==> src/rtl/hwmac_pkg.sv <==
// Shared types and constants of the hashed-weight int8 MAC tile.
// Used by hwmac_front, hwmac_back and the top level; depends on nothing.
package hwmac_pkg;

    localparam int TILE_LANES  = 8;
    localparam int OUT_LANES   = 8;
    localparam int LANE_W      = (TILE_LANES > 1) ? $clog2(TILE_LANES) : 1;
    localparam int QUEUE_DEPTH = 2;
    localparam int QPTR_W      = $clog2(QUEUE_DEPTH);
    localparam int QCNT_W      = $clog2(QUEUE_DEPTH + 1);

    localparam logic [31:0] KEY_GOLDEN = 32'h9e3779b9;
    localparam logic [31:0] KEY_LAYER  = 32'h85ebca6b;
    localparam logic [31:0] KEY_TENSOR = 32'hc2b2ae35;
    localparam logic [31:0] KEY_INDEX  = 32'h27d4eb2d;
    localparam logic [31:0] MIX_MUL1   = 32'h7feb352d;
    localparam logic [31:0] MIX_MUL2   = 32'h846ca68b;

    localparam logic [31:0] SEED_RESET      = 32'd1234;
    localparam logic [12:0] IN_FEAT_RESET   = 13'd512;
    localparam logic signed [7:0] W_MIN     = -8'sd127;

    // Configuration register indexes.
    localparam logic [1:0] CFG_SEED    = 2'd0;
    localparam logic [1:0] CFG_LAYER   = 2'd1;
    localparam logic [1:0] CFG_TENSOR  = 2'd2;
    localparam logic [1:0] CFG_IN_FEAT = 2'd3;

    typedef struct packed {
        logic [31:0] seed_value;
        logic [5:0]  layer_number;
        logic [3:0]  tensor_id;
        logic [12:0] in_features;
    } cfg_t;

    // One queued activation; width is already limited to the lane count.
    typedef struct packed {
        logic signed [7:0] act_value;
        logic [11:0]       feature_index;
        logic [11:0]       tile_base;
        logic [3:0]        tile_width;
        logic              first_item;
        logic              last_item;
    } item_t;

endpackage

==> src/rtl/hwmac_front.sv <==
// Front end of the MAC tile: accepts input words, limits the lane count and
// holds them in a two-entry queue for the back end. Depends on hwmac_pkg.
module hwmac_front
(
    input  logic                 clk,
    input  logic                 rst_n,
    input  logic                 s_tvalid,
    output logic                 s_tready,
    input  logic [39:0]          s_tdata,
    input  logic                 s_tuser,
    input  logic                 s_tlast,
    output logic                 q_valid,
    input  logic                 q_ready,
    output hwmac_pkg::item_t     q_item
);

    hwmac_pkg::item_t             entry_reg [hwmac_pkg::QUEUE_DEPTH];
    logic [hwmac_pkg::QPTR_W-1:0] wr_ptr_reg;
    logic [hwmac_pkg::QPTR_W-1:0] rd_ptr_reg;
    logic [hwmac_pkg::QCNT_W-1:0] count_reg;
    hwmac_pkg::item_t             in_item;
    logic [3:0]                   raw_width;
    logic                         push;
    logic                         pop;

    assign raw_width = s_tdata[35:32];

    always_comb
    begin
        in_item.act_value     = s_tdata[7:0];
        in_item.feature_index = s_tdata[19:8];
        in_item.tile_base     = s_tdata[31:20];
        in_item.tile_width    = (5'(raw_width) > 5'(hwmac_pkg::TILE_LANES))
                                ? 4'(hwmac_pkg::TILE_LANES) : raw_width;
        in_item.first_item    = s_tuser;
        in_item.last_item     = s_tlast;
    end

    assign s_tready = (count_reg != hwmac_pkg::QCNT_W'(hwmac_pkg::QUEUE_DEPTH));
    assign q_valid  = (count_reg != '0);
    assign q_item   = entry_reg[rd_ptr_reg];
    assign push     = s_tvalid && s_tready;
    assign pop      = q_valid && q_ready;

    always_ff @(posedge clk)
    begin
        if (push)
        begin
            entry_reg[wr_ptr_reg] <= in_item;
        end
    end

    always_ff @(posedge clk or negedge rst_n)
    begin
        if (!rst_n)
        begin
            wr_ptr_reg <= '0;
            rd_ptr_reg <= '0;
            count_reg  <= '0;
        end
        else
        begin
            if (push)
            begin
                wr_ptr_reg <= wr_ptr_reg + 1'b1;
            end
            if (pop)
            begin
                rd_ptr_reg <= rd_ptr_reg + 1'b1;
            end
            if (push && !pop)
            begin
                count_reg <= count_reg + 1'b1;
            end
            else if (pop && !push)
            begin
                count_reg <= count_reg - 1'b1;
            end
        end
    end

endmodule

==> src/rtl/hwmac_back.sv <==
// Back end of the MAC tile: a sequencer that walks the active lanes of one
// item through a shared hash and multiply unit, keeps the lane accumulators
// and holds the result word for the receiver. Depends on hwmac_pkg.
module hwmac_back
(
    input  logic                 clk,
    input  logic                 rst_n,
    input  hwmac_pkg::cfg_t      cfg,
    input  logic                 q_valid,
    output logic                 q_ready,
    input  hwmac_pkg::item_t     q_item,
    output logic                 m_tvalid,
    input  logic                 m_tready,
    output logic [255:0]         m_tdata
);

    typedef enum logic [2:0] {
        S_IDLE,
        S_BASE,
        S_IDX,
        S_KEY,
        S_MIX1,
        S_MIX2,
        S_ACC,
        S_EMIT
    } state_t;

    state_t                       state_reg;
    hwmac_pkg::item_t             item_reg;
    logic [hwmac_pkg::LANE_W-1:0] lane_reg;
    logic [31:0]                  key_base_reg;
    logic [31:0]                  idx_reg;
    logic [31:0]                  hash_reg;
    logic [31:0]                  acc_reg [hwmac_pkg::TILE_LANES];
    logic                         out_valid_reg;
    logic [255:0]                 out_data_reg;

    logic [12:0]                  row;
    logic [25:0]                  row_offset;
    logic [31:0]                  key_base;
    logic [31:0]                  key_index;
    logic [31:0]                  mix1_in;
    logic [31:0]                  mix2_in;
    logic [31:0]                  mix_out;
    logic [7:0]                   top_byte;
    logic signed [7:0]            weight;
    logic signed [15:0]           product;
    logic [31:0]                  acc_sum;
    logic [4:0]                   lane_inc;
    logic [255:0]                 emit_data;

    always_comb
    begin
        row        = 13'(item_reg.tile_base) + 13'(lane_reg);
        row_offset = 26'(row) * 26'(cfg.in_features);
        key_base   = cfg.seed_value ^ hwmac_pkg::KEY_GOLDEN
                     ^ 32'((32'(cfg.layer_number) + 32'd1) * hwmac_pkg::KEY_LAYER)
                     ^ 32'((32'(cfg.tensor_id) + 32'd1) * hwmac_pkg::KEY_TENSOR);
        key_index  = 32'(idx_reg * hwmac_pkg::KEY_INDEX);
        mix1_in    = hash_reg ^ (hash_reg >> 16);
        mix2_in    = hash_reg ^ (hash_reg >> 15);
        mix_out    = hash_reg ^ (hash_reg >> 16);
        top_byte   = mix_out[31:24];
        // Top byte minus 128 is the byte with its sign bit flipped; the one
        // value below -127 is pulled up to -127.
        weight     = (top_byte == 8'd0) ? hwmac_pkg::W_MIN
                     : $signed({~top_byte[7], top_byte[6:0]});
        product    = 16'(weight) * 16'(item_reg.act_value);
        acc_sum    = acc_reg[lane_reg] + 32'(product);
        lane_inc   = 5'(lane_reg) + 5'd1;
    end

    always_comb
    begin
        emit_data = '0;
        for (int j = 0; j < hwmac_pkg::OUT_LANES; j++)
        begin
            if (j < hwmac_pkg::TILE_LANES && 5'(j) < 5'(item_reg.tile_width))
            begin
                emit_data[j*32 +: 32] = acc_reg[j];
            end
        end
    end

    assign q_ready  = (state_reg == S_IDLE);
    assign m_tvalid = out_valid_reg;
    assign m_tdata  = out_data_reg;

    always_ff @(posedge clk or negedge rst_n)
    begin
        if (!rst_n)
        begin
            state_reg     <= S_IDLE;
            item_reg      <= '0;
            lane_reg      <= '0;
            key_base_reg  <= '0;
            idx_reg       <= '0;
            hash_reg      <= '0;
            out_valid_reg <= 1'b0;
            out_data_reg  <= '0;
            for (int j = 0; j < hwmac_pkg::TILE_LANES; j++)
            begin
                acc_reg[j] <= '0;
            end
        end
        else
        begin
            // In the emit state the output register is handled below.
            if (out_valid_reg && m_tready && state_reg != S_EMIT)
            begin
                out_valid_reg <= 1'b0;
            end
            case (state_reg)
                S_IDLE:
                begin
                    if (q_valid)
                    begin
                        item_reg  <= q_item;
                        state_reg <= S_BASE;
                    end
                end
                S_BASE:
                begin
                    key_base_reg <= key_base;
                    lane_reg     <= '0;
                    if (item_reg.first_item)
                    begin
                        for (int j = 0; j < hwmac_pkg::TILE_LANES; j++)
                        begin
                            acc_reg[j] <= '0;
                        end
                    end
                    if (item_reg.tile_width != 4'd0)
                    begin
                        state_reg <= S_IDX;
                    end
                    else if (item_reg.last_item)
                    begin
                        state_reg <= S_EMIT;
                    end
                    else
                    begin
                        state_reg <= S_IDLE;
                    end
                end
                S_IDX:
                begin
                    idx_reg   <= 32'(row_offset) + 32'(item_reg.feature_index);
                    state_reg <= S_KEY;
                end
                S_KEY:
                begin
                    hash_reg  <= key_base_reg ^ key_index;
                    state_reg <= S_MIX1;
                end
                S_MIX1:
                begin
                    hash_reg  <= 32'(mix1_in * hwmac_pkg::MIX_MUL1);
                    state_reg <= S_MIX2;
                end
                S_MIX2:
                begin
                    hash_reg  <= 32'(mix2_in * hwmac_pkg::MIX_MUL2);
                    state_reg <= S_ACC;
                end
                S_ACC:
                begin
                    acc_reg[lane_reg] <= acc_sum;
                    if (lane_inc < 5'(item_reg.tile_width))
                    begin
                        lane_reg  <= lane_inc[hwmac_pkg::LANE_W-1:0];
                        state_reg <= S_IDX;
                    end
                    else if (item_reg.last_item)
                    begin
                        state_reg <= S_EMIT;
                    end
                    else
                    begin
                        state_reg <= S_IDLE;
                    end
                end
                S_EMIT:
                begin
                    if (!out_valid_reg || m_tready)
                    begin
                        out_valid_reg <= 1'b1;
                        out_data_reg  <= emit_data;
                        state_reg     <= S_IDLE;
                    end
                end
                default:
                begin
                    state_reg <= S_IDLE;
                end
            endcase
        end
    end

endmodule

==> src/rtl/hashed_weight_int8_mac_tile_top.sv <==
// Top level of the hashed-weight int8 MAC tile: configuration registers and
// the front and back ends. Depends on hwmac_pkg, hwmac_front and hwmac_back.
//
// Use of the block:
// The slave stream (s_tvalid/s_tready/s_tdata/s_tuser/s_tlast) carries one int8
// activation per word with its feature index, tile base and lane count; tuser
// marks the first word of a dot product (accumulators are cleared first) and
// tlast the last one (sums of lanes below its lane count are sent after its add,
// the rest as zero). The master stream (m_tvalid/m_tready/m_tdata) carries one
// word of eight 32-bit sums. The weights are not stored: each one is regenerated
// from a hash of the seed, layer, tensor and weight index. The configuration
// channel writes those registers and must only be used while the tile is idle.
// Sequence: the back end takes one word at a time and runs each active lane
// through one shared hash and multiply unit in five steps (index, key, two mix
// steps, accumulate); a last word then adds an emit step. A two-word queue sits
// in front, so input keeps flowing while the back end works, until the queue is
// full. Reset clears the queue, the accumulators and the output register and
// loads the register defaults (seed 1234, in_features 512). If the receiver
// stalls, the result is held in the output register; the next item still runs,
// and only a second result waits until the first is taken.
module hashed_weight_int8_mac_tile_top
(
    input  logic         clk,
    input  logic         rst_n,
    input  logic         s_tvalid,
    output logic         s_tready,
    input  logic [39:0]  s_tdata,   // act_value[7:0], feature_index[19:8],
                                    // tile_base[31:20], tile_width[35:32], zero fill
    input  logic         s_tuser,   // first_item
    input  logic         s_tlast,   // last_item
    output logic         m_tvalid,
    input  logic         m_tready,
    output logic [255:0] m_tdata,   // sum_lane0[31:0] up to sum_lane7[255:224]
    input  logic         cfg_valid,
    output logic         cfg_ready,
    input  logic [1:0]   cfg_index,
    input  logic [31:0]  cfg_data
);

    hwmac_pkg::cfg_t  cfg_reg;
    logic             q_valid;
    logic             q_ready;
    hwmac_pkg::item_t q_item;

    // Writes are always taken at once.
    assign cfg_ready = 1'b1;

    always_ff @(posedge clk or negedge rst_n)
    begin
        if (!rst_n)
        begin
            cfg_reg.seed_value   <= hwmac_pkg::SEED_RESET;
            cfg_reg.layer_number <= '0;
            cfg_reg.tensor_id    <= '0;
            cfg_reg.in_features  <= hwmac_pkg::IN_FEAT_RESET;
        end
        else if (cfg_valid && cfg_ready)
        begin
            case (cfg_index)
                hwmac_pkg::CFG_SEED:    cfg_reg.seed_value   <= cfg_data;
                hwmac_pkg::CFG_LAYER:   cfg_reg.layer_number <= cfg_data[5:0];
                hwmac_pkg::CFG_TENSOR:  cfg_reg.tensor_id    <= cfg_data[3:0];
                hwmac_pkg::CFG_IN_FEAT: cfg_reg.in_features  <= cfg_data[12:0];
                default:
                begin
                end
            endcase
        end
    end

    hwmac_front u_front
    (
        .clk      (clk),
        .rst_n    (rst_n),
        .s_tvalid (s_tvalid),
        .s_tready (s_tready),
        .s_tdata  (s_tdata),
        .s_tuser  (s_tuser),
        .s_tlast  (s_tlast),
        .q_valid  (q_valid),
        .q_ready  (q_ready),
        .q_item   (q_item)
    );

    hwmac_back u_back
    (
        .clk      (clk),
        .rst_n    (rst_n),
        .cfg      (cfg_reg),
        .q_valid  (q_valid),
        .q_ready  (q_ready),
        .q_item   (q_item),
        .m_tvalid (m_tvalid),
        .m_tready (m_tready),
        .m_tdata  (m_tdata)
    );

endmodule
==> config.mk <==
export PLATFORM = sky130hd
export DESIGN_NAME = hashed_weight_int8_mac_tile_top
export DESIGN_NICKNAME = d
export VERILOG_FILES = /design/src/rtl/hwmac_pkg.sv /design/src/rtl/hwmac_front.sv /design/src/rtl/hwmac_back.sv /design/src/rtl/hashed_weight_int8_mac_tile_top.sv
export SDC_FILE = /design/constraint.sdc
export NUM_CORES = 2
export LEC_CHECK = 0
export BUFFER_PORTS_ARGS = -buffer_cell sky130_fd_sc_hd__buf_2
export CORE_MARGIN = 5
export CORE_UTILIZATION = 60
export CTS_CLUSTER_SIZE = 8
export DETAILED_ROUTE_END_ITERATION = 6
export PLACE_DENSITY = 0.8
export SLEW_MARGIN = 20
export SYNTH_ARGS = -nofsm -noshare
export SYNTH_HDL_FRONTEND = slang
export SYNTH_SLANG_ARGS = --single-unit
export TNS_END_PERCENT = 5
==> constraint.sdc <==
create_clock -name clk -period 10.91 [get_ports clk]
set_input_delay 3.273 -clock clk [delete_from_list [all_inputs] [get_ports clk]]
set_output_delay 3.273 -clock clk [all_outputs]
set_load 0.02 [all_outputs]
==> impl_results.md <==
* Status: finished, violations left
* Failing checks: design-rule violations
* I/O pin count at 340
* Final setup fails at 0
* Worst-case hold path end point: u_back.m_tdata[105]$_DFFE_PN0P_
* Total global routing overflow at 0
* Initial antenna violation count at 4
* Setup_tns at 0 ns
* Initial core utilization at 0.605
* Post-synth cell types at 94
* Clock-pin slew on the worst setup and hold paths at 0.05 ns
* Clock skew at 0.0723 ns
* Reg2reg start: u_back.hash_reg[25]$_DFFE_PN0P_
* Crit-path slowest cell: dfrtp_1
* Fmax at 108 MHz
* Initial DRC count at 5307
* Routed Wire Length at 211 mm
* Die X at 358 um
* Share of cells above drive strength 1 at 0.0938
* Avg Vias per Cell at 6.05
* Post-layout nets at 9151
* Clk buf depth at 3
* Async set or reset register ratio after synthesis at 0.903
* Die Y-Extent at 358 um
* EDFF count, synth at 76
* Fin. max-slew vios at 0
* Syn. warnings at 0
* Post-route ant nets at 0
* Vias in the first global route at 58200
* Fin. Hold Viols at 0
* Worst EP required at 11.55 ns
* Worst-skew pair later-pin latency at 0.75 ns
* H-tree depth at 3
* Max Cap Violations at 0
* Via count at 54700
* Syn Nets at 8840
* Postcts setup bufs at 0
* R2R setup slack at 1.65 ns
* Hold path depth at 2
* Min-delay worst type: reg -> reg
* FF+latch area at 20000 um^2
* Crit-path max FO at 18
* Unrepaired setup endpoints after global routing: no
* Synthesized area at 72700 um^2
* Crit path DAT at 9.90 ns
* Worst stage delay on the critical path at 0.91 ns
* Post-synthesis register bit count at 783
* PortBufs at 334
* Fill cell count at 9311
* Critical path launch point type: flop
* Avg Cell Area, Syn at 10.3 um^2
* CTS tree: yes
* DRT Pass-1 Iters at 7
* Worst R2R End: u_back.acc_reg[30]$_DFFE_PN0P_
* Multi-input gate area at 46900 um^2
* Worst-case reg-to-reg path depth at 30
* First-pass GRT wire length at 330 mm
* Core area at 120000 um^2
* Period Utilization, post-route at 0.849
* HP Start: u_back.m_tdata[105]$_DFFE_PN0P_
* Fin crit period at 9.26 ns
* GRT Total Usage at 0.335
* Row cnt at 127
* Pin count of the biggest net entering global routing at 245
* Inserted Clock Buffers at 108
* Worst Setup End Kind: flop
* Worst-Margin Slew at 1.22 ns
* Area grow syn2layout at 9.25%
* Slew HR at 0.188
* # hold bufs at CTS at 0
* CP dominant cell by count: fa_1
* Register area share after synthesis at 0.275
* HPWL Detailed at 160 mm
* Crit Path Class: reg -> reg
* Syn Inst Count at 7084
* Top FF cell, synth: dfrtp_1
* Clock root cell: clkbuf_16
* # DRC at 10
* Die ar. at 128000 um^2
* Avg WL per Cell at 23.3 um
* CTS sink cnt at 783
* Post-cts sizing count at 0
* Placer Congestion at 0.975
cells in the final DEF, fill, tap and decap left out, types with 26 or more instances in the layout:
master	count
a21oi_1	249
a22o_1	352
mux2i_1	51
o22ai_1	49
nor2b_1	39
fa_1	810
buf_4	96
ha_1	865
xor2_1	110
nand2b_1	43
o21ai_0	300
and2_1	121
dfrtp_1	700
nor3_1	35
xnor2_1	321
inv_1	1329
buf_2	333
a22oi_1	53
nor2_1	194
o21bai_1	26
mux2_2	61
a21o_1	90
nand3_1	44
nand2_1	551
clkbuf_16	108
edfxtp_1	76
per-stage QoR:
step                      worst slack [ns]   util  hold WS [ns]  cell area [um^2]  instances
after global routing                  1.17  0.661         0.489             79400       9039
after global placement                2.17  0.636         0.462             76400       8897
after CTS                             1.83  0.661         0.475             79400       9039
after floorplan                       3.57      -         0.461             72700       7084
final                                 1.65  0.661         0.474             79400       9040
after detailed placement              1.90  0.636         0.465             76400       8897
worst max-delay path by stage:
stage / start / end / cells after the start
global route: u_back.hash_reg[25]$_DFFE_PN0P_ / u_back.acc_reg[30]$_DFFE_PN0P_ / 30
detailed placement: u_back.hash_reg[25]$_DFFE_PN0P_ / u_back.acc_reg[94]$_DFFE_PN0P_ / 30
finish: u_back.hash_reg[25]$_DFFE_PN0P_ / u_back.acc_reg[30]$_DFFE_PN0P_ / 30
global placement: u_back.hash_reg[26]$_DFFE_PN0P_ / u_back.acc_reg[62]$_DFFE_PN0P_ / 30
CTS: u_back.hash_reg[25]$_DFFE_PN0P_ / u_back.acc_reg[94]$_DFFE_PN0P_ / 30
floorplan: u_back.hash_reg[28]$_DFFE_PN0P_ / u_back.acc_reg[222]$_DFFE_PN0P_ / 30
critical path: cells and delay by family, from the launching register on:
kind | cells | cell delay, ns
adders and majority gates | 7 | 2.95
AOI/OAI and AO/OA | 12 | 2.79
and+or+nand+nor | 6 | 1.39
DFF | 1 | 0.91
buffers and inverters | 4 | 0.57
muxes | 1 | 0.57
cell usage after synthesis, types with 61 or more instances:
cell type	instances	area share
inv_1	1329	0.069
ha_1	865	0.15
fa_1	810	0.22
dfrtp_1	701	0.24
nand2_1	551	0.028
a22o_1	352	0.042
xnor2_1	321	0.039
o21ai_0	300	0.021
a21oi_1	249	0.017
nor2_1	217	0.011
clkbuf_1	214	0.011
and2_1	121	0.010
xor2_1	112	0.013
a21o_1	90	0.0093
edfxtp_1	76	0.031
mux2_2	61	0.0094
per-layer routing:
| metal | global-route usage | part of all wire |
|---|---|---|
| met2 | 0.531 | 0.46 |
| met3 | 0.0775 | 0.099 |
| met5 | 0 | 0.00049 |
| met1 | 0.442 | 0.39 |
| met4 | 0.154 | 0.053 |
cells by family after synthesis:
group | count (synthesis) | share of synthesized area
compound gates | 1351 | 0.128
xor+xnor | 441 | 0.0543
fa+ha+maj | 1676 | 0.372
buf+inv | 1568 | 0.0814
flops | 783 | 0.275
mux | 116 | 0.0173
other cells | 1 | 0.0000516
simple gates | 1148 | 0.0720
cell type report:
cell class,count,area share
Clock inverter,7,0.00224
Tap cell,1612,0.0254
Inverter,1335,0.0631
Timing Repair Buffer,434,0.0312
Multi-Input combinational cell,4733,0.591
Antenna cell,1,0.0000315
Sequential cell,783,0.252
Clock buffer,135,0.0356
Power is not shown: default switching activity piles up to over one toggle a cycle in this logic, so the estimate is an artifact.
